[config.mk]
export PLATFORM = sky130hd
export DESIGN_NAME = rvie_csr_file
export DESIGN_NICKNAME = d
export VERILOG_FILES = /design/src/rtl/core/rvie_pkg.sv /design/src/rtl/core/rvie_csr_file.sv
export SDC_FILE = /design/constraint.sdc
export NUM_CORES = 1
export LEC_CHECK = 0
export ABC_CLOCK_PERIOD_IN_PS = 7400
export BUFFER_PORTS_ARGS = -buffer_cell sky130_fd_sc_hd__buf_2
export CAP_MARGIN = 20
export CORE_UTILIZATION = 60
export CTS_CLUSTER_DIAMETER = 100
export DETAILED_ROUTE_END_ITERATION = 8
export PLACE_DENSITY = 0.78
export SYNTH_ARGS = -nofsm -noshare
export SYNTH_HDL_FRONTEND = slang
export SYNTH_SLANG_ARGS = --single-unit
[constraint.sdc]
create_clock -name aclk -period 7.4 [get_ports aclk]
set_input_delay 1.48 -clock aclk [delete_from_list [all_inputs] [get_ports aclk]]
set_output_delay 1.48 -clock aclk [all_outputs]
set_load 0.01 [all_outputs]
[src/rtl/core/rvie_pkg.sv]
// shared types, constants and helpers for the rv32i instruction execute block
`timescale 1ns / 1ps

package rvie_pkg;

    localparam int unsigned MEM_WORDS = 4096;
    localparam int unsigned MEM_AW    = $clog2(MEM_WORDS);
    localparam logic [31:0] MEM_BYTES = 32'(MEM_WORDS * 4);

    localparam logic CFG_START_PC = 1'b0;

    localparam logic [6:0] OPC_LUI    = 7'h37;
    localparam logic [6:0] OPC_AUIPC  = 7'h17;
    localparam logic [6:0] OPC_JAL    = 7'h6F;
    localparam logic [6:0] OPC_JALR   = 7'h67;
    localparam logic [6:0] OPC_BRANCH = 7'h63;
    localparam logic [6:0] OPC_LOAD   = 7'h03;
    localparam logic [6:0] OPC_STORE  = 7'h23;
    localparam logic [6:0] OPC_OPIMM  = 7'h13;
    localparam logic [6:0] OPC_OP     = 7'h33;
    localparam logic [6:0] OPC_FENCE  = 7'h0F;
    localparam logic [6:0] OPC_SYSTEM = 7'h73;

    localparam logic [2:0] F3_BEQ  = 3'd0;
    localparam logic [2:0] F3_BNE  = 3'd1;
    localparam logic [2:0] F3_BLT  = 3'd4;
    localparam logic [2:0] F3_BGE  = 3'd5;
    localparam logic [2:0] F3_BLTU = 3'd6;
    localparam logic [2:0] F3_BGEU = 3'd7;

    localparam logic [2:0] F3_LB  = 3'd0;
    localparam logic [2:0] F3_LH  = 3'd1;
    localparam logic [2:0] F3_LW  = 3'd2;
    localparam logic [2:0] F3_LBU = 3'd4;
    localparam logic [2:0] F3_LHU = 3'd5;

    localparam logic [2:0] F3_ADD  = 3'd0;
    localparam logic [2:0] F3_SLL  = 3'd1;
    localparam logic [2:0] F3_SLT  = 3'd2;
    localparam logic [2:0] F3_SLTU = 3'd3;
    localparam logic [2:0] F3_XOR  = 3'd4;
    localparam logic [2:0] F3_SR   = 3'd5;
    localparam logic [2:0] F3_OR   = 3'd6;
    localparam logic [2:0] F3_AND  = 3'd7;

    localparam logic [2:0] F3_PRIV   = 3'd0;
    localparam logic [2:0] F3_CSRRW  = 3'd1;
    localparam logic [2:0] F3_SYS_RSVD = 3'd4;

    localparam logic [11:0] SYS_ECALL  = 12'h000;
    localparam logic [11:0] SYS_EBREAK = 12'h001;

    localparam logic [11:0] CSR_MSTATUS   = 12'h300;
    localparam logic [11:0] CSR_MISA      = 12'h301;
    localparam logic [11:0] CSR_MIE       = 12'h304;
    localparam logic [11:0] CSR_MTVEC     = 12'h305;
    localparam logic [11:0] CSR_MSCRATCH  = 12'h340;
    localparam logic [11:0] CSR_MEPC      = 12'h341;
    localparam logic [11:0] CSR_MCAUSE    = 12'h342;
    localparam logic [11:0] CSR_MTVAL     = 12'h343;
    localparam logic [11:0] CSR_MIP       = 12'h344;
    localparam logic [11:0] CSR_CYCLE     = 12'hC00;
    localparam logic [11:0] CSR_MVENDORID = 12'hF11;

    localparam logic [31:0] MISA_RESET   = 32'h4040_1101;
    localparam logic [31:0] MVENDOR_RESET = 32'hFF0F_F0FF;

    typedef enum logic [2:0] {
        ERR_NONE     = 3'd0,
        ERR_PC_ALIGN = 3'd1,
        ERR_ILLEGAL  = 3'd2,
        ERR_EBREAK   = 3'd3,
        ERR_MEM      = 3'd4
    } err_t;

    typedef struct packed {
        logic [31:0] next_pc;
        logic        wr;
        logic [4:0]  rd;
        logic [31:0] value;
        logic        halt;
        err_t        err;
        logic        load;
        logic [2:0]  funct3;
        logic [1:0]  byte_off;
    } exec_res_t;

    typedef struct packed {
        logic              wr_en;
        logic              rd_en;
        logic [MEM_AW-1:0] index;
        logic [31:0]       wdata;
        logic [31:0]       wmask;
    } mem_req_t;

    typedef struct packed {
        logic        en;
        logic [11:0] num;
        logic [31:0] data;
    } csr_req_t;

    function automatic logic [31:0] load_extract(input logic [31:0] word,
                                                 input logic [2:0]  funct3,
                                                 input logic [1:0]  off);
        logic [31:0] w;
        logic [31:0] r;
        w = word >> {off, 3'b000};
        unique case (funct3)
            F3_LB:   r = {{24{w[7]}}, w[7:0]};
            F3_LH:   r = {{16{w[15]}}, w[15:0]};
            F3_LBU:  r = {24'd0, w[7:0]};
            F3_LHU:  r = {16'd0, w[15:0]};
            default: r = w;
        endcase
        return r;
    endfunction

endpackage

[src/rtl/core/rvie_csr_file.sv]
// machine csr storage with swap access
`timescale 1ns / 1ps

module rvie_csr_file (
    input  logic              aclk,
    input  logic              aresetn,
    input  rvie_pkg::csr_req_t req,
    output logic [31:0]       rdata,
    output logic              hit
);

    localparam int unsigned NUM_CSR = 11;

    logic [31:0] csr_reg [NUM_CSR];
    logic [3:0]  sel;

    always_comb begin
        hit = 1'b1;
        unique case (req.num)
            rvie_pkg::CSR_MSTATUS:   sel = 4'd0;
            rvie_pkg::CSR_MISA:      sel = 4'd1;
            rvie_pkg::CSR_MIE:       sel = 4'd2;
            rvie_pkg::CSR_MTVEC:     sel = 4'd3;
            rvie_pkg::CSR_MSCRATCH:  sel = 4'd4;
            rvie_pkg::CSR_MEPC:      sel = 4'd5;
            rvie_pkg::CSR_MCAUSE:    sel = 4'd6;
            rvie_pkg::CSR_MTVAL:     sel = 4'd7;
            rvie_pkg::CSR_MIP:       sel = 4'd8;
            rvie_pkg::CSR_CYCLE:     sel = 4'd9;
            rvie_pkg::CSR_MVENDORID: sel = 4'd10;
            default: begin
                sel = 4'd0;
                hit = 1'b0;
            end
        endcase
        rdata = csr_reg[sel];
    end

    always_ff @(posedge aclk) begin
        if (!aresetn) begin
            for (int i = 0; i < NUM_CSR; i++) begin
                csr_reg[i] <= '0;
            end
            csr_reg[1]  <= rvie_pkg::MISA_RESET;
            csr_reg[10] <= rvie_pkg::MVENDOR_RESET;
        end else if (req.en && hit) begin
            csr_reg[sel] <= req.data;
        end
    end

endmodule

# Word-level counts from Yosys, hierarchy flattened
# Memory sizes are Yosys's and may differ from the RTL's.
# Index checks and enable logic that the tools add are counted.
# classes
n_eq_ne	11
reduce_logical	3
bitwise	2
n_mux	11
# op_table
op	n
equality test 12 x 10 -> 1 bit, second input constant	9
2-to-1 mux 32 bit	3
one-hot mux 4 bit (10 select lines)	1
OR reduction 32 bit	1
equality test 12 bit, second input constant	2
OR reduction 11 bit	1
2-to-1 mux 1 bit	6
2-to-1 mux 4 bit	1
bitwise OR 1 bit	2
logical AND 1 bit	1
# word_totals
regBits	0
inputBits	47
out_inout_bits	33
ram_bits	352
n_memories	1
word_cells	28
# mem_list
memory	words	word_bits	rd	rd_clocked_by_memory_dff	write_ports	line	source
csr_reg	11	32	1	0	11	rvie_csr_file.sv:14	logic [31:0] csr_reg [NUM_CSR];

# Longest topological paths before layout
# Gate-level depths: netlist of the first run.
# depth
word_depth	9
ltp_mapped	10
ltp_nobuf	6

# Worst setup path after synthesis of the first run
# Ideal clock, no wire load.
# synth_path
kind	input port to output port
from	input req[36] in the netlist's numbering
to	output rdata[27]
slack_ns	2.771
t_arrival_ns	3.149
stages	8
path_buffers	2
required_time_ns	5.920
cell_sequence	nor4_2 > and3_1 > buf_2 > nand3_1 > clkbuf_1 > o221ai_1 > o21ai_0 > and4_1
# synth_between
elab_chain_cells	3
word_cells_on_any_way	12
classes_between	eq/ne (10); mux (1); memory (1)
# synth_rtl
item	line	source
start, declared	rvie_csr_file.sv:7	input rvie_pkg::csr_req_t req,
equality test 12 bit or equality test 12 x 10 -> 1 bit (tied branches)	rvie_csr_file.sv:19	unique case (req.num)
one-hot mux 4 bit (10 select lines) *	rvie_csr_file.sv:19	
memory read (11 x 32 bit) *	n/a	
end, declared	rvie_csr_file.sv:8	output logic [31:0] rdata,
# Mark *: on every way between the ends. The rest lies on a longest branch, timed or not.

# Final worst setup path of the first run
# layout_path
from	input req[33] in the netlist's numbering
to	output rdata[4]
# The elaborated chain is that of the path after synthesis.

==> key figures, run 1 <==
Cells and area
  • Final Cell Area: around 0.019 sq mm
  • Layout cell share with drive strength beyond 1: between 10% and 20%
  • # fillers: 2045
  • Nets: 1646
  • Max reg flops: between 300 and 400
  • Multi-input logic area: about 0.0057 sq mm
  • Area Growth Syn to Fin: 12.7%
  • Storage cell area: about 0.011 sq mm

Placement
  • Pre-CTS setup slack: roughly 1.5 ns
  • Post-Place Cell Area: ~0.018 sq mm
  • Port Buffer Count: 79
  • Post-DP HPWL: 25800 microns
  • Placer Congestion: between 0.8 and 0.9

Yosys
  • Share of the synthesized area in the top cell type: a little under three fifths
  • Post-Synthesis Cells: around 1500
  • Async SR Flop Fraction: 0%
  • Count leader, synth: edfxtp_1
  • Yosys warning total: 0
  • Post-synth cell types: 52
  • Seq/Total Area, Yosys: between 60% and 70%
  • Number of synthesized flops with an enable pin: 320
  • Top cells by area, synth: edfxtp_1, dfxtp_1, nand2_1, and3_1, nor2_1
  • Seq cells post-synth: 384
  • Synth cell count leaders: edfxtp_1, nand2_1, nor2_1
  • Synthesized cell area: 0.0171 sq mm
  • Top FF cell, synth: edfxtp_1
  • Leading area contributor after synthesis: edfxtp_1
  • Avg Cell Area, Syn: 11.1 sq um

Hold path
  • Hold Path Origin: csr_reg[1][2]
  • Worst Hold End: csr_reg[1][2]
  • Hold Crit Depth: 2
  • Hold WC Path Type: flip-flop to flip-flop

CTS
  • Post-CTS Resized: 0
  • Clk slew on worst S/H paths: 0.06 ns
  • Clk sinks: 384
  • CTS tree: built
  • H-tree levels: 2
  • Clock latency on the worst-skew pair: 0.52 ns
  • Post CTS Setup Buffer Count: 0
  • Cts bufs inserted: 39
  • Longest Clk Path Bufs: 3
  • Hold_buf cts: 0
  • CTS root buf: clkbuf_16

Global routing
  • Largest net degree at the start of global routing: 105
  • Vias in the first global route: roughly 13000
  • GR Overflow Total: 0
  • First-pass GRT wire length: approximately 70000 microns
  • Tot GR Track Use: 31.8%
  • Initial antenna violation count: 1

Timing
  • Final slew viol count: 0
  • Hold Violations, Final: 0
  • Setup WS post-layout: about 1.6 ns
  • Fmax: around 170 MHz
  • Final setup violation count: 0
  • TNS Setup: 0 ns
  • Relative slew slack: a little under a fifth
  • Slew @ Worst Pin: 1.22 ns
  • Period utilisation layout: roughly four fifths
  • Final Skew: 0 ns
  • Min Tclk post-route: between 5 and 6 ns
  • RSZ-0062 raised after global routing: no

Flow run
  • Max-cap viol count: 0

Setup path
  • CP delay by family, top: compound AO/OA/AOI/OAI gates
  • Cell Chain, Critical Path: buf_2 > nor2_1 > o2111a_1 > o21a_4 > buf_4 > a211oi_1 > o21ai_0 > and4_1 > buf_2
  • Critical path endpoint category: primary output
  • Arrival @ worst endpoint: approximately 4.4 ns
  • Slowest stage delay, CP: 0.70 ns
  • Cell mode on critical path: buf_2
  • Critical Path Fanout Max: 68
  • Req. time, crit path: 5.92 ns
  • R2R setup slack: about 6.7 ns
  • Reg2reg end: csr_reg[10][13]
  • Crit Path Category: input pin to primary output
  • Slowest CP cell: o21a_4
  • Worst R2R Start: csr_reg[10][13]
  • Reg2Reg Depth: 2
  • Worst path buffer plus inverter count: 3
  • Critical Path Stages: 9
  • CP startpoint kind: input pin

Die
  • IO Pins: 80
  • Die Y: ~170 microns
  • Num rows: 61
  • Die Wd: approximately 170 microns
  • Full die area: ~0.029 sq mm
  • Initial Util: between 60% and 70%
  • Core area: ~0.028 sq mm

Route
  • Via count: around 13000
  • Residual DRC: 0
  • Drt total wl: ~46000 microns
  • TritonRoute pass-1 iters: 6
  • DR vias/cell: around 6.4
  • DR WL/cell: 22.8 microns
  • Violation count after the first detailed-routing iteration: about 1400
  • Antenna Violating Nets Remaining: 0

Power and ir drop
  • Total power: between 4 and 5 mW
  • Sw frac: approximately a fifth
  • Leak Pwr: between 7 and 8 nW
  • Internal Power: ~3.7 mW
  • Clock power share: roughly 44%
  • Reg power frac: 52.6%
  • Logic gate share of total power: 3.4%
  • Peak supply drop: between 0.0002 and 0.00025 V
  • NetSw: just over 900 uW
  • Power density cells: approximately 240 mW/mm^2

Run status
  • Status: completed
per-layer routing:
metal | vias to the layer above | wire (microns) | share of wire [%] | track usage, %
met4 | 0 | 1240 | 2.7 | 11.4
li1 | 5739 | - | - | -
met5 | - | 0 | 0 | 0
met2 | 698 | 22400 | 49 | 53.8
met3 | 91 | 4180 | 9.1 | 4.93
met1 | 6303 | 17900 | 39 | 41.8
worst min-delay path, delay by kind of cell (launching register included):
kind             cells  cell delay (ns)
DFF                  1             0.30
and+or+nand+nor      1             0.05
muxes                1             0.05
stage by stage:
| stage | cells | hold slack, ns | util (%) |
|---|---|---|---|
| after floorplan | 1569 | 0.439 | - |
| after global placement | 1933 | 0.445 | 64.0 |
| after detailed placement | 1934 | 0.453 | 64.1 |
| after CTS | 2003 | 0.462 | 68.9 |
| after global routing | 2006 | 0.482 | 69.0 |
| final | 2006 | 0.459 | 69.0 |
how the worst max path moves through the flow:
| stage | start | end | slack [ns] |
|---|---|---|---|
| 6_report | req[33] | rdata[4] | 1.55 |
| 5_1_grt | req[33] | rdata[9] | 1.40 |
| 4_1_cts | req[40] | rdata[31] | 1.47 |
| 3_5_place_dp | req[40] | rdata[12] | 1.48 |
| 3_3_place_gp | req[37] | rdata[24] | 1.51 |
| 2_1_floorplan | req[36] | rdata[27] | 2.77 |
cell type report:
cell class	instances	area share, %
Sequential cell	384	56.5
Multi-Input combinational cell	1020	29.5
Clock buffer	57	5.99
Timing Repair Buffer	118	3.88
Tap cell	378	2.45
Clock inverter	12	0.954
Inverter	36	0.701
Antenna cell	1	0.0130
cells in the final DEF (no fill, tap or decap), drive strengths merged, types with 2 or more instances in the layout:
cell and count:
or3 4, nor2b 3, a211oi 63, and2 34, nor2 166, and4bb 3, o211ai 32, nand2 225
o2111ai 2, nand2b 2, inv 36, clkinv 7, clkbuf 57, nor4 4, nor3 6, o221ai 31
a21boi 7, o21ai 68, and4 33, and3 133, bufinv 5, mux2i 33, a2111oi 2, nand3 80
dfxtp 64, buf 118, conb 32, nand4 7, edfxtp 320, o22ai 31, o21a 5
kinds of logic after synthesis:
family	count (synthesis)	synth area share, %
simple gates	706	20.3
flops	384	63.7
compound gates	249	10.1
buf+inv	165	4.07
mux	33	1.93
other cells	1	0.0219
power by group through the flow:
stage	Clock, mW	Sequential, mW	Combinational, mW
5_1_grt	2.15	2.45	0.171
3_3_place_gp	0	2.49	0.148
3_5_place_dp	0	2.49	0.154
4_1_cts	2.06	2.45	0.155
6_report	2.05	2.45	0.159
2_1_floorplan	0	2.49	0.0810
(Power assumes the default switching activity.)
==> inputs of run 2 (changes only) <==
- ABC_AREA: unset -> 1
- ABC_CLOCK_PERIOD_IN_PS: 7400 -> 4700
- CORE_UTILIZATION: 60 -> 55
- PLACE_DENSITY: 0.78 -> 0.75
- clock period: 7.4 -> 4.7 ns (I/O delays scaled with it)
==> key figures, run 2 <==
Route
  • Via count: 15500 (+21%)
  • TritonRoute pass-1 iters: 6 (unchanged)
  • Residual DRC: 0 (unchanged)
  • DR vias/cell: 5.89 (-7.9%)
  • DR WL/cell: 20.7 microns (-9.3%)
  • Antenna Violating Nets Remaining: 0 (unchanged)
  • Drt total wl: 54500 microns (+19%)
  • Violation count after the first detailed-routing iteration: 2007 (+42%)

Timing
  • Hold Violations, Final: 0 (unchanged)
  • Fmax: 235 MHz
  • Final setup violation count: 0 (unchanged)
  • Setup WS post-layout: 0.452 ns (-1.10 ns)
  • RSZ-0062 raised after global routing: no
  • Slew @ Worst Pin: 0.650 ns (-0.572 ns)
  • Min Tclk post-route: 4.25 ns
  • TNS Setup: 0 ns (unchanged)
  • Hold WS: 0.453 ns (-0.00668 ns)
  • Final Skew: 0 ns (unchanged)
  • Final slew viol count: 0 (unchanged)
  • Period utilisation layout: approximately nine tenths
  • Relative slew slack: 56.7% (+38 points)

Global routing
  • Tot GR Track Use: 32.5% (+0.70 points)
  • GR Overflow Total: 0 (unchanged)
  • First-pass GRT wire length: 83500 microns (+20%)
  • Initial antenna violation count: 1 (unchanged)
  • Vias in the first global route: 15000 (+19%)
  • Largest net degree at the start of global routing: 66 (-37%)

Yosys
  • Yosys warning total: 0 (unchanged)
  • Number of synthesized flops with an enable pin: 320 (unchanged)
  • Post-synth cell types: 34 (-35%)
  • Top cells by area, synth: edfxtp_1, nand2_1, nor2_1, dfxtp_1, nand3_1
  • Post-Synthesis Cells: 2075 (+35%)
  • Count leader, synth: nand2_1
  • Area share of and/or/nand/nor cells after synthesis: 27.2% (+7.0 points)
  • Main combinational cell family by area after synthesis: simple AND/OR/NAND/NOR gates
  • Top FF cell, synth: edfxtp_1
  • Async SR Flop Fraction: 0% (unchanged)
  • Avg Cell Area, Syn: 8.91 sq um (-20%)
  • Seq cells post-synth: 384 (unchanged)
  • Synth Area in Compound Gates: 7.38% (-2.7 points)
  • Adder-Cell Fraction of Synth Area: 0% (unchanged)
  • Share of the synthesized area in the top cell type: 52.0% (-4.2 points)
  • Synth cell count leaders: nand2_1, nor2_1, edfxtp_1
  • Seq/Total Area, Yosys: 58.9% (-4.8 points)
  • Leading area contributor after synthesis: edfxtp_1
  • Xor-xnor portion of the synthesized cell area: 0% (unchanged)
  • Mux cell area share after synthesis: 0% (-1.9 points)
  • Synthesized cell area: 0.0185 sq mm (+8.1%)

Setup path
  • CP startpoint kind: input pin
  • Cell mode on critical path: nand2_1
  • Arrival @ worst endpoint: 3.31 ns (-1.06 ns)
  • CP delay by family, top: simple AND/OR/NAND/NOR gates
  • Slowest CP cell: buf_4
  • Crit. Startpoint: req[39]
  • Cell Chain, Critical Path: buf_2 > nor2_1 > nand2_1 > nor2_1 > nand2_1 > nand2_1 > nor2_1 > nand2_4 > buf_4 > o21ai_0 > o211ai_1 > nand3_1 > nand2_1 > buf_2
  • Worst R2R Start: csr_reg[10][9]
  • R2R setup slack: 4.03 ns (-2.69 ns)
  • Critical path endpoint category: primary output
  • Crit Path Category: input pin to primary output
  • Slowest stage delay, CP: 0.40 ns (-0.30 ns)
  • Reg2Reg Depth: 4 (+2)
  • Critical Path Fanout Max: 35 (-49%)
  • Worst path buffer plus inverter count: 3 (unchanged)
  • Reg2reg end: csr_reg[10][9]
  • Req. time, crit path: 3.76 ns (-2.16 ns)

Cells and area
  • Most common cell after layout, fill and taps aside: nand2_1
  • # diodes: 0 (-1)
  • Area Growth Syn to Fin: 12.9%
  • Layout cell share with drive strength beyond 1: 13.7% (+1.5 points)
  • Final core utilization: 63.7% (-5.3 points)
  • Max reg flops: 384 (unchanged)
  • # fillers: 2629 (+29%)
  • Post-Layout Cell Count: 2632 (+31%)
  • Nets: 2204 (+34%)
  • Most frequent cells in the layout: nand2_1, nor2_1, edfxtp_1

CTS
  • Clk slew on worst S/H paths: 0.06 ns (about the same)
  • Hold_buf cts: 0 (unchanged)
  • Cts bufs inserted: 41 (+5.1%)
  • Longest Clk Path Bufs: 3 (unchanged)
  • Clock latency on the worst-skew pair: 0.53 ns (about the same)
  • CTS tree: built
  • H-tree levels: 2 (unchanged)
  • Clk sinks: 384 (unchanged)
  • Post-CTS Resized: 0 (unchanged)
  • Post CTS Setup Buffer Count: 0 (unchanged)
  • CTS root buf: clkbuf_16

Power and ir drop
  • Power density cells: 350 mW/mm^2 (+45%)
  • Peak supply drop: 0.000251 V (+19%)
  • Leak Pwr: 8.56 nW (+16%)

Hold path
  • Hold WC Path Type: flip-flop to flip-flop
  • Hold Crit Depth: 2 (unchanged)
  • Hold Path Origin: csr_reg[10][25]
  • Worst Hold End: csr_reg[10][25]

Die
  • Num rows: 66 (+8.2%)
  • Initial Util: 56.4% (-4.8 points)
  • IO Pins: 80 (unchanged)
  • Die Wd: 185 microns (+8.5%)
  • Core area: 0.0328 sq mm (+17%)
  • Die Y: 185 microns (+8.5%)
  • Full die area: 0.0344 sq mm (+18%)

Placement
  • Placer Congestion: 0.919 (+14%)
  • Placed insts: 2555 (+32%)
  • Port Buffer Count: 79 (unchanged)
  • Post-DP HPWL: 32800 microns (+27%)
  • Pre-CTS setup slack: 0.560 ns (-0.922 ns)

Flow run
  • Max-cap viol count: 0 (unchanged)

Run status
  • Status: completed
## run 2: where the power goes
group	internal (mW)	total, mW	leakage [nW]	switching, mW
Combinational	0.0927	0.300	4.37	0.207
Sequential	3.82	3.85	3.55	0.0369
Clock	1.84	3.15	0.647	1.31
Total	5.75	7.30	8.56	1.55
## run 2: worst max-delay path by stage
stage / slack (ns) / cells after the start / to
after global routing: 0.23 / 14 / rdata[1]
after CTS: 0.50 / 14 / rdata[1]
after floorplan: 0.32 / 11 / csr_reg[9][0]
after detailed placement: 0.56 / 16 / rdata[18]
final: 0.45 / 14 / rdata[1]
after global placement: 0.59 / 16 / rdata[18]
## run 2: kinds of logic after synthesis
group	count (synthesis)
DFF	384
buffers and inverters	284
AOI/OAI and AO/OA	220
other	1
and+or+nand+nor	1186
## run 2: worst min-delay path: cells and delay by family (launching register included)
family	cells	cell delay, ns
DFF	1	0.32
and+or+nand+nor	2	0.10
## run 2: area by class of cell
cell class / instances / area [sq um] / share of cell area (%)
inverters: 147 / 554 / 2.65
clock buffers: 67 / 1270 / 6.06
multi-input cells: 1438 / 6570 / 31.5
well taps: 442 / 553 / 2.65
flip-flops and latches: 384 / 10900 / 52.1
repair buffers: 145 / 998 / 4.78
clock inverters: 9 / 50.0 / 0.240
## run 2: per-layer routing
metal  vias to the layer above  GRT usage, %  wire length, microns
li1                       7041             -                     -
met1                      7274          43.0                 20700
met2                      1029          52.6                 25400
met3                       155          5.96                  6290
met4                         2          13.5                  2010
met5                         -             0                    13
## run 2: through the flow
step	total power, mW	cell area [sq um]
after global routing	7.48	20900
after detailed placement	4.22	19600
after global placement	4.20	19600
after floorplan	4.08	18600
after CTS	7.31	20900
final	7.30	20900
